### src/hdl/sset_pkg.sv
// Package for the sorted set unit: request and status codes, defaults, cell control.
// No dependencies.
`default_nettype none

package sset_pkg;

  localparam int DEPTH_DEF = 32;
  localparam int WIDTH_DEF = 32;

  localparam int VALUE_W = 32;
  localparam int POS_W   = 5;
  localparam int COUNT_W = 6;
  localparam int IN_TDATA_W  = 40;
  localparam int OUT_TDATA_W = 48;

  typedef enum logic [1:0] {
    FUNC_INSERT = 2'd0,
    FUNC_REMOVE = 2'd1,
    FUNC_LOOKUP = 2'd2,
    FUNC_READ   = 2'd3
  } func_t;

  typedef enum logic [1:0] {
    ST_DONE     = 2'd0,
    ST_NOCHANGE = 2'd1,
    ST_FULL     = 2'd2,
    ST_RANGE    = 2'd3
  } status_t;

  // shift commands broadcast to every cell
  typedef struct packed {
    logic ins;
    logic rem;
  } sset_ctl_t;

endpackage

`default_nettype wire

### src/hdl/sset_cell.sv
// One storage cell of the sorted set chain: holds an entry, compares it, shifts.
// Depends on sset_pkg.
`default_nettype none

module sset_cell
  import sset_pkg::*;
#(
  parameter int WIDTH = WIDTH_DEF
) (
  input  wire logic             clk,
  input  wire sset_ctl_t        ctl,
  input  wire logic             valid,
  input  wire logic [WIDTH-1:0] value,
  input  wire logic             left_lt,
  input  wire logic [WIDTH-1:0] left_entry,
  input  wire logic [WIDTH-1:0] right_entry,
  output logic      [WIDTH-1:0] entry,
  output logic                  lt,
  output logic                  eq
);

  logic [WIDTH-1:0] entry_r;
  logic [WIDTH-1:0] entry_nxt;

  assign entry = entry_r;
  assign lt = valid && ($signed(entry_r) < $signed(value));
  assign eq = valid && (entry_r == value);

  // cells below the sorted place keep their entry; the rest shift
  always_comb begin
    entry_nxt = entry_r;
    if (ctl.ins && !lt) begin
      entry_nxt = left_lt ? value : left_entry;
    end else if (ctl.rem && !lt) begin
      entry_nxt = right_entry;
    end
  end

  always_ff @(posedge clk) begin
    entry_r <= entry_nxt;
  end

endmodule

`default_nettype wire

### src/hdl/sorted_set_insert_remove_lookup_unit.sv
// Sorted set of up to DEPTH distinct signed WIDTH-bit values in a row of cells. For each
// request every cell compares its entry with the request value at once and the whole
// row shifts up or down in the same cycle, so one beat is accepted per clock while the
// result register is free or being drained. No clearing pass: only the count is reset.
// Depends on sset_pkg and sset_cell.
`default_nettype none

module sorted_set_insert_remove_lookup_unit
  import sset_pkg::*;
#(
  parameter int DEPTH = DEPTH_DEF,
  parameter int WIDTH = WIDTH_DEF
) (
  input  wire logic                   clk,
  input  wire logic                   rst_n,
  input  wire logic                   in_tvalid,
  output logic                        in_tready,
  input  wire logic [IN_TDATA_W-1:0]  in_tdata,  // value[31:0], position[36:32], zeros
  input  wire logic [1:0]             in_tuser,  // func[1:0]
  output logic                        out_tvalid,
  input  wire logic                   out_tready,
  output logic [OUT_TDATA_W-1:0]      out_tdata  // status[1:0], found[2], count[8:3],
                                                 // read_value[40:9], zeros
);

  localparam int CW = $clog2(DEPTH + 1);

  logic [CW-1:0]          count_r, count_nxt;
  logic                   out_tvalid_r;
  logic [OUT_TDATA_W-1:0] out_tdata_r;

  logic                   accept;
  func_t                  func;
  logic [VALUE_W-1:0]     in_value;
  logic [POS_W-1:0]       in_pos;
  logic [WIDTH-1:0]       value_w;
  sset_ctl_t              ctl;

  logic [WIDTH-1:0]       entry_w [DEPTH];
  logic [DEPTH-1:0]       lt_w, eq_w, valid_w, pos_sel;
  logic                   present, full, pos_ok;
  logic [WIDTH-1:0]       rd_raw;

  status_t                status;
  logic                   found;
  logic [VALUE_W-1:0]     read_value;

  assign accept   = in_tvalid && in_tready;
  assign in_tready = !out_tvalid_r || out_tready;
  assign func     = func_t'(in_tuser);
  assign in_value = in_tdata[VALUE_W-1:0];
  assign in_pos   = in_tdata[VALUE_W+POS_W-1:VALUE_W];
  assign value_w  = WIDTH'(in_value);

  assign present = |eq_w;
  assign full    = (count_r == CW'(DEPTH));
  assign pos_ok  = (32'(in_pos) < 32'(count_r));

  always_comb begin
    for (int i = 0; i < DEPTH; i++) begin
      valid_w[i] = (32'(i) < 32'(count_r));
      pos_sel[i] = (32'(in_pos) == 32'(i));
    end
  end

  // position read: and-or select across the row
  always_comb begin
    rd_raw = '0;
    for (int i = 0; i < DEPTH; i++) begin
      rd_raw = rd_raw | (entry_w[i] & {WIDTH{pos_sel[i]}});
    end
  end

  always_comb begin
    ctl.ins = accept && (func == FUNC_INSERT) && !present && !full;
    ctl.rem = accept && (func == FUNC_REMOVE) && present;
  end

  genvar g;
  generate
    for (g = 0; g < DEPTH; g++) begin : g_cell
      logic             left_lt;
      logic [WIDTH-1:0] left_entry;
      logic [WIDTH-1:0] right_entry;
      if (g == 0) begin : g_first
        assign left_lt    = 1'b1;
        assign left_entry = value_w;
      end else begin : g_mid
        assign left_lt    = lt_w[g-1];
        assign left_entry = entry_w[g-1];
      end
      if (g == DEPTH - 1) begin : g_last
        assign right_entry = entry_w[g];
      end else begin : g_inner
        assign right_entry = entry_w[g+1];
      end
      sset_cell #(.WIDTH(WIDTH)) u_cell (
        .clk         (clk),
        .ctl         (ctl),
        .valid       (valid_w[g]),
        .value       (value_w),
        .left_lt     (left_lt),
        .left_entry  (left_entry),
        .right_entry (right_entry),
        .entry       (entry_w[g]),
        .lt          (lt_w[g]),
        .eq          (eq_w[g])
      );
    end
  endgenerate

  always_comb begin
    count_nxt  = count_r;
    status     = ST_DONE;
    found      = 1'b0;
    read_value = '0;
    if (ctl.ins) begin
      count_nxt = count_r + CW'(1);
    end else if (ctl.rem) begin
      count_nxt = count_r - CW'(1);
    end
    unique case (func)
      FUNC_INSERT: begin
        if (present) begin
          status = ST_NOCHANGE;
          found  = 1'b1;
        end else if (full) begin
          status = ST_FULL;
        end
      end
      FUNC_REMOVE: begin
        found = present;
        if (!present) begin
          status = ST_NOCHANGE;
        end
      end
      FUNC_LOOKUP: begin
        found = present;
      end
      FUNC_READ: begin
        if (pos_ok) begin
          read_value = VALUE_W'(rd_raw);
        end else begin
          status = ST_RANGE;
        end
      end
      default: begin
        status = ST_DONE;
      end
    endcase
  end

  always_ff @(posedge clk) begin
    if (!rst_n) begin
      count_r      <= '0;
      out_tvalid_r <= 1'b0;
    end else begin
      count_r <= count_nxt;
      if (accept) begin
        out_tvalid_r <= 1'b1;
      end else if (out_tready) begin
        out_tvalid_r <= 1'b0;
      end
    end
  end

  always_ff @(posedge clk) begin
    if (accept) begin
      out_tdata_r <= {7'd0, read_value, COUNT_W'(count_nxt), found, status};
    end
  end

  assign out_tvalid = out_tvalid_r;
  assign out_tdata  = out_tdata_r;

endmodule

`default_nettype wire

### config.mk
export PLATFORM = sky130hd
export DESIGN_NAME = sorted_set_insert_remove_lookup_unit
export DESIGN_NICKNAME = d
export VERILOG_FILES = /design/src/hdl/sset_pkg.sv /design/src/hdl/sset_cell.sv /design/src/hdl/sorted_set_insert_remove_lookup_unit.sv
export SDC_FILE = /design/constraint.sdc
export NUM_CORES = 2
export LEC_CHECK = 0
export ABC_AREA = 1
export BUFFER_PORTS_ARGS = -buffer_cell sky130_fd_sc_hd__buf_2
export CORE_MARGIN = 3
export CORE_UTILIZATION = 30
export CTS_CLUSTER_DIAMETER = 60
export DETAILED_ROUTE_END_ITERATION = 6
export PLACE_DENSITY_LB_ADDON = 0.2
export SETUP_SLACK_MARGIN = 0.3
export SLEW_MARGIN = 5
export SYNTH_ARGS = -nofsm -noshare
export SYNTH_HDL_FRONTEND = slang
export SYNTH_HIERARCHICAL = 1
export SYNTH_SLANG_ARGS = --single-unit
### constraint.sdc
create_clock -name clk -period 5.35 [get_ports clk]
set_input_delay 1.07 -clock clk [delete_from_list [all_inputs] [get_ports clk]]
set_output_delay 1.07 -clock clk [all_outputs]
set_load 0.01 [all_outputs]
==> summary.md <==
| Metric | Value |
|---|---|
| Top FF cell, synth | `edfxtp_1` |
| Async SR Flop Fraction | `0%` |
| Status | `completed` |
| TritonCTS clock tree | `yes` |
| Cts bufs inserted | `between 150 and 200` |
| CP required | `between 5 and 6 ns` |
| Slew margin rel. | `between 15 and 20%` |
| Initial DRC count | `approximately 15000` |
| Synthesis-to-layout area growth | `22.6%` |
| Cells after synthesis | `13900` |
| Post-Synth Adder-Cell Area | `a little over an eighth` |
| Total number of yosys warnings | `6` |
| Number of synthesized register bits | `between 1000 and 1500` |
| GRT Resource Usage Total | `approximately 36%` |
| Post-Syn Area per Cell | `6.90 um^2` |
| Clk sinks | `1072` |
| Crit path cell chain | `inv_1, ha_4, inv_1, o21ai_2, buf_6, inv_1, nand4_1, nor3_1, and3_1, nor2_4, buf_4, nand2_1, nor2_4, nand2_1, nor2_1, nand2_1, bufinv_16, buf_4, buf_4, nor2_1, nor2_4, buf_12` |
| CTS Hold Bufs | `0` |
| # fillers | `34300` |
| Maximum root-to-sink buffer count | `4` |
| Final Power | `between 20 and 30 mW` |
| Crit-path max FO | `21` |
| Slew Limit Fails | `0` |
| Fraction of layout cells with a size suffix above 1 | `about an eighth` |
| Unrepaired setup endpoints after global routing | `false` |
| DRT Pass-1 Iters | `6` |
| Largest net degree at the start of global routing | `65` |
| Synth unique cells | `38` |
| Most frequent cells in the layout | `4939 x nand2_1, 1609 x nor2_1, 1472 x a21oi_1, 1348 x inv_1, 1126 x nand3_1` |
| Final Cycle Share | `between 90% and 100%` |
| CP max-delay cell | `dfxtp_1` |
| Clock root buffer | `clkbuf_16` |
| Rows | `between 200 and 250` |
| Min-Delay Path Depth | `4` |
| Initial antenna violation count | `67` |
| Mux share of post-synthesis cell area | `less than 1%` |
| CTS H-tree lvls | `4` |
| Setup WS pre-CTS | `-0.924 ns` |
| WS Path Type | `flop to flop` |
| Worst clock skew | `0.0784 ns` |
| Antenna-violating nets left | `0` |
| Clock-pin slew on the worst setup and hold paths | `around 0.06 ns` |
| CP Capture Type | `flop` |
| DR vias | `between 100k and 150k` |
| Grt ovf | `0` |
| Max-cap viol count | `0` |
| Setup TNS | `0 ns` |
| Vias in the first global route | `~93000` |
| Worst R2R Path Depth | `22` |
| Final instance area | `around 120000 um^2` |
| Initial core utilization | `between 30% and 40%` |
| P per Cell Area | `around 240 nW/um^2` |
| Post-synthesis xor/xnor area fraction | `less than 1%` |
| Die area | `~330000 um^2` |
| Cell Area, Placed | `~110000 um^2` |
| Fin. Hold Viols | `0` |
| Placed Cells | `roughly 19000` |
| Fin cells | `roughly 19000` |
| Via-to-Cell Ratio | `around 5.4` |
| Arrival time at the worst endpoint | `5.60 ns` |
| Setup violators final | `0` |
| PortBufs | `85` |
| Ports | `96` |
| Startpoint Class | `flop` |
| Detailed-placement wirelength estimate | `~500 mm` |
| CP max stage delay | `approximately 0.40 ns` |
| Final wirelength | `just over 600 mm` |
| Die width | `~570 um` |
| Number of flops mapped to enable cells by yosys | `around 1100` |
| Worst Setup Slack, final | `approximately 0.32 ns` |
| Worst-Margin Slew | `approximately 1.2 ns` |
| Clk_lat worst skew | `~0.93 ns` |
| First-pass GRT wire length | `between 800 and 900 mm` |
| Final nets | `around 16000` |
| Post-synthesis sequential area ratio | `between 30% and 40%` |
| Simple-gate share of the synthesized area | `34.3%` |
| Post-layout min period | `between 5 and 6 ns` |
| Remaining DRCs | `0` |
| Post-synth design cell area | `around 96000 um^2` |
| Die H | `between 500 and 600 um` |
| Worst hold-check path type | `input port to flop` |
| Maximum VDD drop | `roughly 0.24 mV` |
| Core area | `about 320000 um^2` |
| Largest family of logic cells by synthesized area | `simple AND/OR/NAND/NOR gates` |
| Wirelength per Cell | `roughly 32 um` |
| F_max | `roughly 200 MHz` |
| Lkg Pwr | `~60 nW` |
| Synth Area in Compound Gates | `under 10%` |
| Commonest non-fill, non-tap cell in the layout | `nand2_1` |
| Gpl congestion | `1.09` |
-- through the flow --
step	hold WS (ns)	utilization, %
final	0.454	37.1
after global placement	0.501	35.0
after CTS	0.399	37.0
after detailed placement	0.513	35.0
after floorplan	0.545	-
after global routing	0.474	37.1
-- power breakdown --
group	switching, mW	internal [mW]
clock network	5.15	8.05
registers	0.419	9.56
logic	3.03	1.62
-- path summary, 6_finish.rpt --
kind | from | slack [ns] | endpoint
worst max-delay path | count_r[1] | 0.32 | g_cell[20].u_cell/entry[26]
worst min register to register | out_tvalid | 0.52 | out_tvalid
worst min-delay path | out_tready | 0.45 | out_tvalid
worst max register to register | count_r[1] | 0.32 | g_cell[20].u_cell/entry[26]
-- repair_timing --
action,in CTS,in global routing
resized for setup,6,12
buffers inserted,0,2
cloned,0,1
setup endpoints to repair,2048,877
pin swaps,1,1
hold endpoints to repair,0,0
-- area by class of cell --
| class | count | area [um^2] | area share [%] |
|---|---|---|---|
| diodes | 33 | 82.6 | 0.0705 |
| clock buffers | 224 | 5010 | 4.27 |
| clock inverters | 126 | 1540 | 1.31 |
| inverters | 1390 | 5240 | 4.47 |
| multi-input cells | 10700 | 55200 | 47.1 |
| flip-flops and latches | 1072 | 32100 | 27.4 |
| well taps | 4160 | 5200 | 4.44 |
| repair buffers | 1375 | 12900 | 11.0 |
-- metal layers --
layer / up-vias / GRT usage (%) / wire (um)
met3: 942 / 7.58 / 62300
met4: 28 / 18.9 / 38000
met2: 5635 / 52.1 / 249000
li1: 47100 / - / -
met1: 49600 / 50.3 / 260000
met5: - / 0 / 181
-- critical path: cells and delay by family (launching register included) --
kind / cells / cell delay, ns
adder cells (fa/ha/maj): 1 / 0.21
AO/OA/AOI/OAI: 1 / 0.20
buffers and inverters: 9 / 1.79
flip-flops: 1 / 0.40
AND/OR/NAND/NOR: 11 / 1.95
-- registers in the layout, indices dropped and copies added, names as in the netlist --
register,count
g_cell.u_cell/entry,1024
out_tdata,41
count_r,6
out_tvalid,1
-- kinds of logic after synthesis --
| kind of cell | Yosys count |
|---|---|
| and+or+nand+nor | 8002 |
| buffers and inverters | 2047 |
| AOI/OAI and AO/OA | 1660 |
| DFF | 1072 |
| adders and majority gates | 1032 |
| muxes | 32 |
| xor gates and xnor gates | 7 |
| other | 2 |
-- synthesized netlist by cell type (59+ instances only) --
cell | number | share of area, %
a21oi_1 | 1472 | 7.7
buf_2 | 137 | 0.72
buf_4 | 72 | 0.57
buf_6 | 96 | 1.1
clkbuf_1 | 344 | 1.4
edfxtp_1 | 1065 | 33
ha_1 | 1032 | 14
inv_1 | 1382 | 5.4
nand2_1 | 4939 | 19
nand3_1 | 1126 | 5.9
nand4_1 | 68 | 0.44
nor2_1 | 1668 | 6.5
nor3_1 | 59 | 0.31
o21a_1 | 64 | 0.50
o21ai_0 | 86 | 0.45
(Power assumes the default switching activity.)
